$ cat src/rtl/core/scw_pkg.sv
// shared constants and controller/datapath interface types for the centroid block
`timescale 1ns / 1ps
`default_nettype none
package scw_pkg;

	localparam int DEF_MAX_WIDTH  = 2048;
	localparam int DEF_MAX_HEIGHT = 2048;
	localparam int DEF_FRAC_BITS  = 8;

	localparam int PIX_W  = 8;
	localparam int WGT_W  = 2 * PIX_W;
	localparam int SUM_W  = 38;
	localparam int MOM_W  = 49;
	localparam int OUT_W  = 19;
	localparam int TDATA_W = 40;

	typedef struct packed {
		logic take;
		logic div_start;
		logic div_sel_y;
		logic cap_x;
		logic cap_y;
		logic emit;
	} scw_cmd_t;

	typedef struct packed {
		logic frame_in;
		logic last_acc;
		logic div_done;
		logic out_free;
	} scw_status_t;

endpackage
`default_nettype wire

$ cat src/rtl/core/scw_div.sv
// iterative restoring divider, one quotient bit per cycle, saturated quotient
`timescale 1ns / 1ps
`default_nettype none
module scw_div #(
	parameter int NUM_W = 49,
	parameter int DEN_W = 38,
	parameter int OUT_W = 19,
	parameter int SHIFT = 8
) (
	input  wire logic             clk,
	input  wire logic             arst_n,
	input  wire logic             start,
	input  wire logic [NUM_W-1:0] num,
	input  wire logic [DEN_W-1:0] den,
	output logic                  done,
	output logic      [OUT_W-1:0] quot
);

	localparam int DVD_W = NUM_W + SHIFT;
	localparam int CNT_W = $clog2(DVD_W + 1);

	logic [DVD_W-1:0] dvd_q;
	logic [DEN_W-1:0] rem_q;
	logic [DEN_W-1:0] den_q;
	logic [OUT_W-1:0] quo_q;
	logic             sat_q;
	logic [CNT_W-1:0] cnt_q;
	logic             busy_q;
	logic             done_q;

	logic [DEN_W:0]   trial;
	logic [DEN_W:0]   diff;
	logic             fits;
	logic [DEN_W-1:0] rem_next;

	always_comb begin
		trial    = {rem_q, dvd_q[DVD_W-1]};
		diff     = trial - {1'b0, den_q};
		fits     = (trial >= {1'b0, den_q});
		rem_next = fits ? diff[DEN_W-1:0] : trial[DEN_W-1:0];
	end

	always_ff @(posedge clk or negedge arst_n) begin
		if (!arst_n) begin
			busy_q <= 1'b0;
			done_q <= 1'b0;
			cnt_q  <= '0;
		end else begin
			done_q <= 1'b0;
			if (start) begin
				busy_q <= 1'b1;
				cnt_q  <= CNT_W'(DVD_W);
			end else if (busy_q) begin
				cnt_q <= cnt_q - 1'b1;
				if (cnt_q == CNT_W'(1)) begin
					busy_q <= 1'b0;
					done_q <= 1'b1;
				end
			end
		end
	end

	always_ff @(posedge clk) begin
		if (start) begin
			dvd_q <= DVD_W'(num) << SHIFT;
			den_q <= den;
			rem_q <= '0;
			quo_q <= '0;
			sat_q <= 1'b0;
		end else if (busy_q) begin
			dvd_q <= {dvd_q[DVD_W-2:0], 1'b0};
			rem_q <= rem_next;
			sat_q <= sat_q | quo_q[OUT_W-1];
			quo_q <= {quo_q[OUT_W-2:0], fits};
		end
	end

	assign done = done_q;
	assign quot = sat_q ? '1 : quo_q;

endmodule
`default_nettype wire

$ cat src/rtl/core/scw_datapath.sv
// weight pipeline, saturating accumulators, shared divider and output register
`timescale 1ns / 1ps
`default_nettype none
module scw_datapath
	import scw_pkg::*;
#(
	parameter int MAX_WIDTH  = DEF_MAX_WIDTH,
	parameter int MAX_HEIGHT = DEF_MAX_HEIGHT,
	parameter int FRAC_BITS  = DEF_FRAC_BITS
) (
	input  wire logic               clk,
	input  wire logic               arst_n,
	input  wire logic               cfg_we,
	input  wire logic [PIX_W-1:0]   cfg_data,
	input  wire logic               s_axis_tvalid,
	input  wire logic [PIX_W-1:0]   pixel,
	input  wire logic               row_end,
	input  wire logic               frame_end,
	input  wire logic               m_axis_tready,
	output logic                    m_axis_tvalid,
	output logic      [OUT_W-1:0]   centroid_x,
	output logic      [OUT_W-1:0]   centroid_y,
	output logic                    frame_empty,
	input  wire scw_cmd_t           cmd,
	output scw_status_t             status
);

	localparam int CW   = $clog2(MAX_WIDTH);
	localparam int RW   = $clog2(MAX_HEIGHT);
	localparam int XP_W = WGT_W + CW;
	localparam int YP_W = WGT_W + RW;

	logic [PIX_W-1:0] thr_q;
	logic [CW-1:0]    col_q;
	logic [RW-1:0]    row_q;
	logic             accept;

	logic [WGT_W-1:0] w_s1;
	logic [CW-1:0]    col_s1;
	logic [RW-1:0]    row_s1;
	logic             vld_s1;
	logic             last_s1;

	logic [WGT_W-1:0] w_s2;
	logic [XP_W-1:0]  xp_s2;
	logic [YP_W-1:0]  yp_s2;
	logic             vld_s2;
	logic             last_s2;

	logic [SUM_W-1:0] wsum_q;
	logic [MOM_W-1:0] xmom_q;
	logic [MOM_W-1:0] ymom_q;
	logic [SUM_W:0]   wsum_add;
	logic [MOM_W:0]   xmom_add;
	logic [MOM_W:0]   ymom_add;

	logic [MOM_W-1:0] div_num;
	logic             div_done;
	logic [OUT_W-1:0] div_quot;
	logic [OUT_W-1:0] cx_q;
	logic [OUT_W-1:0] cy_q;

	logic             out_vld_q;
	logic [OUT_W-1:0] ox_q;
	logic [OUT_W-1:0] oy_q;
	logic             oe_q;

	assign accept = s_axis_tvalid & cmd.take;

	always_ff @(posedge clk or negedge arst_n) begin
		if (!arst_n) begin
			thr_q <= '0;
		end else if (cfg_we) begin
			thr_q <= cfg_data;
		end
	end

	// pixel coordinates
	always_ff @(posedge clk or negedge arst_n) begin
		if (!arst_n) begin
			col_q <= '0;
			row_q <= '0;
		end else if (accept) begin
			if (frame_end) begin
				col_q <= '0;
				row_q <= '0;
			end else if (row_end) begin
				col_q <= '0;
				if (row_q < RW'(MAX_HEIGHT - 1)) begin
					row_q <= row_q + 1'b1;
				end
			end else if (col_q < CW'(MAX_WIDTH - 1)) begin
				col_q <= col_q + 1'b1;
			end
		end
	end

	always_ff @(posedge clk or negedge arst_n) begin
		if (!arst_n) begin
			vld_s1  <= 1'b0;
			last_s1 <= 1'b0;
			vld_s2  <= 1'b0;
			last_s2 <= 1'b0;
		end else begin
			vld_s1  <= accept;
			last_s1 <= accept & frame_end;
			vld_s2  <= vld_s1;
			last_s2 <= vld_s1 & last_s1;
		end
	end

	always_ff @(posedge clk) begin
		w_s1   <= (pixel > thr_q) ? WGT_W'(pixel) * WGT_W'(pixel) : '0;
		col_s1 <= col_q;
		row_s1 <= row_q;
		w_s2   <= w_s1;
		xp_s2  <= XP_W'(w_s1) * XP_W'(col_s1);
		yp_s2  <= YP_W'(w_s1) * YP_W'(row_s1);
	end

	// saturating accumulators
	always_comb begin
		wsum_add = {1'b0, wsum_q} + (SUM_W + 1)'(w_s2);
		xmom_add = {1'b0, xmom_q} + (MOM_W + 1)'(xp_s2);
		ymom_add = {1'b0, ymom_q} + (MOM_W + 1)'(yp_s2);
	end

	always_ff @(posedge clk or negedge arst_n) begin
		if (!arst_n) begin
			wsum_q <= '0;
			xmom_q <= '0;
			ymom_q <= '0;
		end else if (cmd.emit) begin
			wsum_q <= '0;
			xmom_q <= '0;
			ymom_q <= '0;
		end else if (vld_s2) begin
			wsum_q <= wsum_add[SUM_W] ? '1 : wsum_add[SUM_W-1:0];
			xmom_q <= xmom_add[MOM_W] ? '1 : xmom_add[MOM_W-1:0];
			ymom_q <= ymom_add[MOM_W] ? '1 : ymom_add[MOM_W-1:0];
		end
	end

	assign div_num = cmd.div_sel_y ? ymom_q : xmom_q;

	scw_div #(
		.NUM_W (MOM_W),
		.DEN_W (SUM_W),
		.OUT_W (OUT_W),
		.SHIFT (FRAC_BITS)
	) u_div (
		.clk    (clk),
		.arst_n (arst_n),
		.start  (cmd.div_start),
		.num    (div_num),
		.den    (wsum_q),
		.done   (div_done),
		.quot   (div_quot)
	);

	always_ff @(posedge clk) begin
		if (cmd.cap_x) begin
			cx_q <= div_quot;
		end
		if (cmd.cap_y) begin
			cy_q <= div_quot;
		end
		if (cmd.emit) begin
			oe_q <= (wsum_q == '0);
			ox_q <= (wsum_q == '0) ? '0 : cx_q;
			oy_q <= (wsum_q == '0) ? '0 : cy_q;
		end
	end

	always_ff @(posedge clk or negedge arst_n) begin
		if (!arst_n) begin
			out_vld_q <= 1'b0;
		end else if (cmd.emit) begin
			out_vld_q <= 1'b1;
		end else if (m_axis_tready) begin
			out_vld_q <= 1'b0;
		end
	end

	assign m_axis_tvalid = out_vld_q;
	assign centroid_x    = ox_q;
	assign centroid_y    = oy_q;
	assign frame_empty   = oe_q;

	always_comb begin
		status.frame_in = accept & frame_end;
		status.last_acc = vld_s2 & last_s2;
		status.div_done = div_done;
		status.out_free = ~out_vld_q | m_axis_tready;
	end

endmodule
`default_nettype wire

$ cat src/rtl/core/scw_ctrl.sv
// frame sequencer: accept, drain, two divisions, result hand-off
`timescale 1ns / 1ps
`default_nettype none
module scw_ctrl
	import scw_pkg::*;
(
	input  wire logic        clk,
	input  wire logic        arst_n,
	input  wire scw_status_t status,
	output scw_cmd_t         cmd
);

	typedef enum logic [6:0] {
		ST_RUN     = 7'b0000001,
		ST_DRAIN   = 7'b0000010,
		ST_START_X = 7'b0000100,
		ST_WAIT_X  = 7'b0001000,
		ST_START_Y = 7'b0010000,
		ST_WAIT_Y  = 7'b0100000,
		ST_EMIT    = 7'b1000000
	} scw_state_t;

	scw_state_t state_q;
	scw_state_t state_d;

	always_comb begin
		state_d       = state_q;
		cmd           = '0;
		case (state_q)
			ST_RUN: begin
				cmd.take = 1'b1;
				if (status.frame_in) begin
					state_d = ST_DRAIN;
				end
			end
			ST_DRAIN: begin
				if (status.last_acc) begin
					state_d = ST_START_X;
				end
			end
			ST_START_X: begin
				cmd.div_start = 1'b1;
				state_d       = ST_WAIT_X;
			end
			ST_WAIT_X: begin
				if (status.div_done) begin
					cmd.cap_x = 1'b1;
					state_d   = ST_START_Y;
				end
			end
			ST_START_Y: begin
				cmd.div_start = 1'b1;
				cmd.div_sel_y = 1'b1;
				state_d       = ST_WAIT_Y;
			end
			ST_WAIT_Y: begin
				cmd.div_sel_y = 1'b1;
				if (status.div_done) begin
					cmd.cap_y = 1'b1;
					state_d   = ST_EMIT;
				end
			end
			ST_EMIT: begin
				if (status.out_free) begin
					cmd.emit = 1'b1;
					state_d  = ST_RUN;
				end
			end
			default: begin
				state_d = ST_RUN;
			end
		endcase
	end

	always_ff @(posedge clk or negedge arst_n) begin
		if (!arst_n) begin
			state_q <= ST_RUN;
		end else begin
			state_q <= state_d;
		end
	end

endmodule
`default_nettype wire

$ cat src/rtl/core/squared_weight_centroid_top.sv
// top level of the squared-gray-weighted centroid block
// pixels: one item per cycle while accumulating a frame
// frame end: input stalls from the frame_end item until the result is loaded, while the
//   one-bit-per-cycle divider shared by the x and y centroid runs both divisions
// reset: arst_n clears threshold, coordinates, accumulators, sequencer and output valid
`timescale 1ns / 1ps
`default_nettype none
module squared_weight_centroid_top
	import scw_pkg::*;
#(
	parameter int MAX_WIDTH  = DEF_MAX_WIDTH,
	parameter int MAX_HEIGHT = DEF_MAX_HEIGHT,
	parameter int FRAC_BITS  = DEF_FRAC_BITS
) (
	input  wire logic               clk,
	input  wire logic               arst_n,
	input  wire logic               cfg_we,
	input  wire logic [PIX_W-1:0]   cfg_data,       // threshold
	input  wire logic               s_axis_tvalid,
	output logic                    s_axis_tready,
	input  wire logic [PIX_W-1:0]   s_axis_tdata,   // pixel
	input  wire logic               s_axis_tlast,   // row_end
	input  wire logic               s_axis_tuser,   // frame_end
	output logic                    m_axis_tvalid,
	input  wire logic               m_axis_tready,
	output logic      [TDATA_W-1:0] m_axis_tdata,   // centroid_x, centroid_y, zero pad
	output logic                    m_axis_tuser    // frame_empty
);

	scw_cmd_t         cmd;
	scw_status_t      status;
	logic [OUT_W-1:0] centroid_x;
	logic [OUT_W-1:0] centroid_y;

	scw_ctrl u_ctrl (
		.clk    (clk),
		.arst_n (arst_n),
		.status (status),
		.cmd    (cmd)
	);

	scw_datapath #(
		.MAX_WIDTH  (MAX_WIDTH),
		.MAX_HEIGHT (MAX_HEIGHT),
		.FRAC_BITS  (FRAC_BITS)
	) u_dp (
		.clk           (clk),
		.arst_n        (arst_n),
		.cfg_we        (cfg_we),
		.cfg_data      (cfg_data),
		.s_axis_tvalid (s_axis_tvalid),
		.pixel         (s_axis_tdata),
		.row_end       (s_axis_tlast),
		.frame_end     (s_axis_tuser),
		.m_axis_tready (m_axis_tready),
		.m_axis_tvalid (m_axis_tvalid),
		.centroid_x    (centroid_x),
		.centroid_y    (centroid_y),
		.frame_empty   (m_axis_tuser),
		.cmd           (cmd),
		.status        (status)
	);

	assign s_axis_tready = cmd.take;
	assign m_axis_tdata  = {(TDATA_W - 2 * OUT_W)'(0), centroid_y, centroid_x};

endmodule
`default_nettype wire

$ cat config.mk
export PLATFORM = sky130hd
export DESIGN_NAME = squared_weight_centroid_top
export DESIGN_NICKNAME = d
export VERILOG_FILES = /design/src/rtl/core/scw_pkg.sv /design/src/rtl/core/scw_div.sv /design/src/rtl/core/scw_datapath.sv /design/src/rtl/core/scw_ctrl.sv /design/src/rtl/core/squared_weight_centroid_top.sv
export SDC_FILE = /design/constraint.sdc
export NUM_CORES = 2
export LEC_CHECK = 0
export ABC_AREA = 1
export BUFFER_PORTS_ARGS = -buffer_cell sky130_fd_sc_hd__buf_2
export CORE_MARGIN = 1.5
export CORE_UTILIZATION = 35
export DETAILED_ROUTE_END_ITERATION = 7
export SYNTH_ARGS = -nofsm -noshare
export SYNTH_HDL_FRONTEND = slang
export SYNTH_HIERARCHICAL = 1
export SYNTH_SLANG_ARGS = --single-unit
export TNS_END_PERCENT = 30
$ cat constraint.sdc
create_clock -name clk -period 12.05 [get_ports clk]
set_input_delay 0 -clock clk [delete_from_list [all_inputs] [get_ports clk]]
set_output_delay 0 -clock clk [all_outputs]
set_load 0.02 [all_outputs]
; Yosys cells after proc, flatten, opt, wreduce, memory -nomap -nowiden
; Cells that the tools add are included.
[totals]
regBits = 516
input_bits = 23
elab_cells = 121
latchBits = 0
out_inout_bits = 43
mem_bits_rw = 0
mem_bits_ro = 0
memories = 0
[op_classes]
bitwise = 7
n_eq_ne = 13
div_mod_pow = 0
multipliers = 3
n_reduce_logical = 12
order_cmp = 4
add_sub_neg = 7
n_mux = 44
shift = 0
[ops]
columns = operator, n
row1 = 2-to-1 mux 49 bit, 7
row2 = 2-to-1 mux 38 bit, 4
row3 = 2-to-1 mux 57 bit, 2
row4 = adder 49 x 27 -> 50 bit, 2
row5 = 2-to-1 mux 11 bit, 6
row6 = multiplier 16 x 11 -> 27 bit, 2
row7 = case mux 7 bit (7 select lines), 1
row8 = adder 38 x 16 -> 39 bit, 1
row9 = greater-or-equal comparator 39 x 38 -> 1 bit, 1
row10 = logical NOT 38 bit, 1
row11 = subtractor 38 bit, 1
row12 = 2-to-1 mux 7 bit, 5
row13 = adder 11 x 1 -> 11 bit (second input constant), 2
row14 = less-than comparator 11 bit (second input constant), 2
row15 = 2-to-1 mux 19 bit, 1
row16 = multiplier 8 x 8 -> 16 bit, 1
row17 = 2-to-1 mux 1 bit, 16
row18 = 2-to-1 mux 6 bit, 2
row19 = nonzero test 2 bit, 5
row20 = greater-than comparator 8 bit, 1
row21 = == test 7 x 1 -> 1 bit (second input constant), 1
row22 = == test 7 x 2 -> 1 bit (second input constant), 1
row23 = == test 7 x 3 -> 1 bit (second input constant), 1
row24 = == test 7 x 4 -> 1 bit (second input constant), 1
row25 = 15 further kinds, 23

; Logic depth before layout (Yosys ltp)
[logic_depth]
ltp_word = 6
depth_mapped = 24
ltp_nobuf = 23

; Hierarchy
; Netlist, hierarchy kept.
[by_module_without_submodules]
columns = mod, cells_each, seq_area_each_um2, instances, area_each_um2
row1 = scw_datapath, 4810, 8713.4, 1, 34145.2
row2 = scw_div, 1244, 3973.8, 1, 8952.3
row3 = scw_ctrl, 74, 176.4, 1, 488.0
row4 = squared_weight_centroid_top, 3, 0.0, 1, 18.8

; Worst setup path after synthesis
; OpenSTA, ideal clock, no wires.
[synth_timing]
kind = flip-flop to flip-flop
start = register u_dp.out_vld_q, in the netlist u_dp/m_axis_tvalid
end = register u_dp.wsum_q[12]
setup_time_ns = 0.066
synth_period_minus_slack_ns = 6.531
slack_ns = 5.519
path_stages_with_launch = 10
path_buffers = 2
arrival_time_ns = 6.465
t_required_ns = 11.984
path_cell_list = dfrtp_1 nand2_1 inv_1 nor4_1 nor2_1 nor2_1 clkbuf_1 buf_2 o21ai_0 nand2_1
[synth_lines]
columns = element, line_no
row1 = start: declaration, scw_datapath.sv:63  ; logic out_vld_q;
row2 = start signal: assignment, scw_datapath.sv:177  ; out_vld_q <= 1'b0;
row3 = start signal: assignment, scw_datapath.sv:179  ; out_vld_q <= 1'b1;
row4 = start signal: assignment, scw_datapath.sv:181  ; out_vld_q <= 1'b0;
row5 = end signal: assignment, scw_datapath.sv:138  ; wsum_q <= wsum_add[SUM_W] ? '1 : wsum_add[SUM_W-1:0];
row6 = end: declaration, scw_datapath.sv:50  ; logic [SUM_W-1:0] wsum_q;

; Worst setup path in the final report
[layout_timing]
start = register u_dp.w_s1[9]
end = register u_dp.yp_s2[19]
[layout_between]
elab_chain_cells = 1
[layout_lines]
columns = element, line_no
row1 = start: declaration, scw_datapath.sv:38  ; logic [WGT_W-1:0] w_s1;
row2 = start signal: assignment, scw_datapath.sv:113  ; w_s1 <= (pixel > thr_q) ? WGT_W'(pixel) * WGT_W'(pixel) : '0;
row3 = multiplier 16 x 11 -> 27 bit, scw_datapath.sv:118  ; yp_s2 <= YP_W'(w_s1) * YP_W'(row_s1);
row4 = end signal: assignment, scw_datapath.sv:118
row5 = end: declaration, scw_datapath.sv:46  ; logic [YP_W-1:0] yp_s2;
; No other way between the ends.
; A chain may end at the register's enable or synchronous reset.

==> summary.txt <==
Yosys
  • Synth async-reset ratio: 0.3619
  • #FFs+latches synth: 514
  • Sequential cell area fraction in the yosys report: 0.2950
  • Mapped Area: 43600 µm²
  • Syn Area/Cell: 7.112 µm²
  • Post-synth top flop: dfrtp_1
  • EDFF count, synth: 164
  • Post-Syn Instances: 6131
  • Netlist cell types: 58
  • Synth warnings: 6

Placement
  • Dpl ws: 6463 ps
  • RD Place Congestion: 0.9600
  • Placement Cell Area: 45520 µm²
  • Dpl hpwl: 93500 µm
  • Port Buffer Count: 63

Cells and area
  • Most frequent cells in the layout: 2123 x nand2_1, 1223 x inv_1, 361 x nor2_1
  • Area growth, synth to finish: 9.963%
  • Fin nets: 6737
  • Layout cells sized above 1: 0.05196
  • Fin area: 47950 µm²
  • Most common cell after layout, fill and taps aside: nand2_1
  • Antenna diode instance count: 0

Worst setup path
  • Reg2reg start: u_dp/w_s1[9]$_SDFF_PP0_
  • Critical path class: reg -> reg
  • CP startpoint: u_dp/w_s1[9]$_SDFF_PP0_
  • Setup crit end kind: register
  • Req. time, crit path: 12590 ps
  • Max Fanout on Critical Path: 23
  • R2R depth: 17
  • Worst Setup Start Kind: register
  • Crit path DAT: 6190 ps

Routing
  • Vias per std cell: 4.778
  • Post-route DRC: 0
  • Vias: 37530
  • Iter 0 DRT Violations: 2877
  • Drt wl/cell: 15.38 µm
  • Iteration count of the initial detailed-routing pass: 8
  • Remaining antenna violation count: 0
  • Routed wire length: 120800 µm

STA
  • Final hold violation count: 0
  • Final period util: 0.4688
  • Hold slack: 129.7 ps
  • Final setup skew: 38.08 ps
  • Tmin final: 5649 ps
  • Worst slew pin tran: 1257 ps
  • Fmax: 177.0 MHz
  • Final Slew Violations: 0
  • RSZ-0062 raised after global routing: no
  • Sum Neg Setup Slack: 0 ps
  • Rel. slew slack: 0.1605
  • Fin worst setup slack: 6401 ps
  • Setup violations, final: 0

Clock tree
  • CTS Hold Buffers Added: 37
  • H-tree levels: 2
  • CTS tree: built
  • CTS Buffer Depth: 3
  • Root Driver: clkbuf_16
  • Number of clock sinks: 514
  • Clock-pin slew on the worst setup and hold paths: 60 ps
  • CTS buffer count: 56
  • Setup repair bufs after CTS: 0
  • Worst skew pair latency: 670 ps
  • Post-CTS Resized: 0

Floorplan
  • Die area: 126700 µm²
  • Initial Util: 0.3527
  • DIE HEIGHT: 356.0 µm
  • I/O pins: 66
  • Die Span X: 356.0 µm
  • Core Rows: 129
  • Core area: 123600 µm²

Global routing
  • Largest net degree at the start of global routing: 95
  • Tot GR Track Use: 0.1917
  • Initial antenna violation count: 0
  • Vias in the first global route: 37010
  • Grt ovf: 0
  • Global-route wire length before repair: 196200 µm

Power
  • VDD IR-drop max: 135.8 µV
  • Pwr/cell area: 174.8 nW/µm²
  • Leakage: 0.02575 µW

Worst hold path
  • Type of the most critical hold path: in -> reg
  • HP Start: m_axis_tready
  • Hold path depth: 5

Job
  • # Max-Cap Violations: 0

Status
  • Status: complete, no violations
## cells in the mapped netlist (all sizes together) (26+ instances only)
master  instances  area share
nand4          72       0.011
xor2          105       0.021
xnor2          26      0.0052
nand2        2143        0.19
nor2          403       0.038
dfxtp         164       0.075
nor3           66      0.0085
inv          1243        0.11
o21ai         225       0.026
a21oi         148       0.017
buf            36      0.0058
edfxtp        164        0.11
nand3         349       0.044
ha            278       0.080
clkbuf        116       0.010
dfrtp         185        0.11
fa            268        0.12
## power by group
part           switching (µW)  internal (µW)  leakage [µW]  total, µW
clock network             761           1120      0.000975       1880
registers                 478           2300       0.00538       2780
logic                    2490           1230        0.0194       3720
## stage by stage
stage            util  total power (µW)  instances
2_1_floorplan       -              5403       6143
3_3_place_gp   0.3682              6443       7710
3_5_place_dp   0.3682              6489       7710
4_1_cts        0.3878              8429       7853
5_1_grt        0.3878              9082       7853
6_report       0.3878              8384       7853
## layout make-up
type                            instances  area, µm²
Inverter                             1244       4676
Timing Repair Buffer                  119      854.6
Tap cell                             1637       2048
Clock buffer                           79       1579
Sequential cell                       514      12860
Multi-Input combinational cell       4233      25460
Clock inverter                         27      464.2
Fill cell                           12930      75690
## flip-flops by register name, indices dropped and copies added (netlist names), 8 cells and up
| name | count |
|---|---|
| u_dp/thr_q | 8 |
| u_dp/wsum_q | 38 |
| u_dp/centroid_x | 19 |
| u_dp/centroid_y | 19 |
| u_dp/cy_q | 19 |
| u_dp/u_div/quo_q | 19 |
| u_dp/w_s2 | 15 |
| u_dp/ymom_q | 49 |
| u_dp/col_s1 | 11 |
| u_dp/w_s1 | 15 |
| u_dp/xmom_q | 49 |
| u_dp/cx_q | 19 |
| u_dp/xp_s2 | 27 |
| u_dp/u_div/rem_q | 38 |
| u_dp/row_q | 11 |
| u_dp/row_s1 | 11 |
| u_dp/col_q | 11 |
| u_dp/u_div/den_q | 38 |
| u_dp/yp_s2 | 27 |
| u_dp/u_div/dvd_q | 49 |
## per-layer routing
| metal | part of all wire | track usage | wire length (µm) | up-vias |
|---|---|---|---|---|
| met4 | 0.028 | 0.05481 | 3323 | 0 |
| met1 | 0.47 | 0.2609 | 56300 | 17640 |
| li1 | - | - | - | 18780 |
| met5 | 0 | 0 | 0 | - |
| met3 | 0.047 | 0.01992 | 5675 | 199 |
| met2 | 0.46 | 0.3212 | 55470 | 900 |
## critical path: stages, from the launching register on
cell,delay (ps)
dfxtp_1,1070
nand2_1,180
fa_1,530
fa_1,510
inv_1,50
fa_1,480
fa_1,580
inv_1,70
fa_1,540
inv_1,40
ha_1,360
nand2_1,140
inv_1,50
a21oi_1,240
o21bai_1,140
a21oi_1,260
o21ai_0,140
xor2_1,150
## final timing paths
check | slack, ps | to
worst max-delay path | 6400 | u_dp/yp_s2[19]$_DFF_P_
worst min register to register | 380 | u_dp/col_s1[10]$_DFF_P_
max in group asynchronous | 10430 | u_dp/col_q[5]$_DFFE_PN0P_
worst max register to register | 6400 | u_dp/yp_s2[19]$_DFF_P_
min in group asynchronous | 410 | u_dp/xmom_q[47]$_DFFE_PN0P_
worst min-delay path | 130 | u_dp/m_axis_tvalid$_DFFE_PN0P_
## logic make-up after synthesis
group	after synthesis	share of synthesized area
AO/OA/AOI/OAI	442	0.05449
flip-flops	514	0.2950
AND/OR/NAND/NOR	3094	0.2966
multiplexers	6	0.001549
XOR/XNOR	131	0.02631
other	2	0.0001722
adder cells (fa/ha/maj)	546	0.2028
buffers and inverters	1396	0.1230
Note: power is estimated with default switching activity, not from simulation.
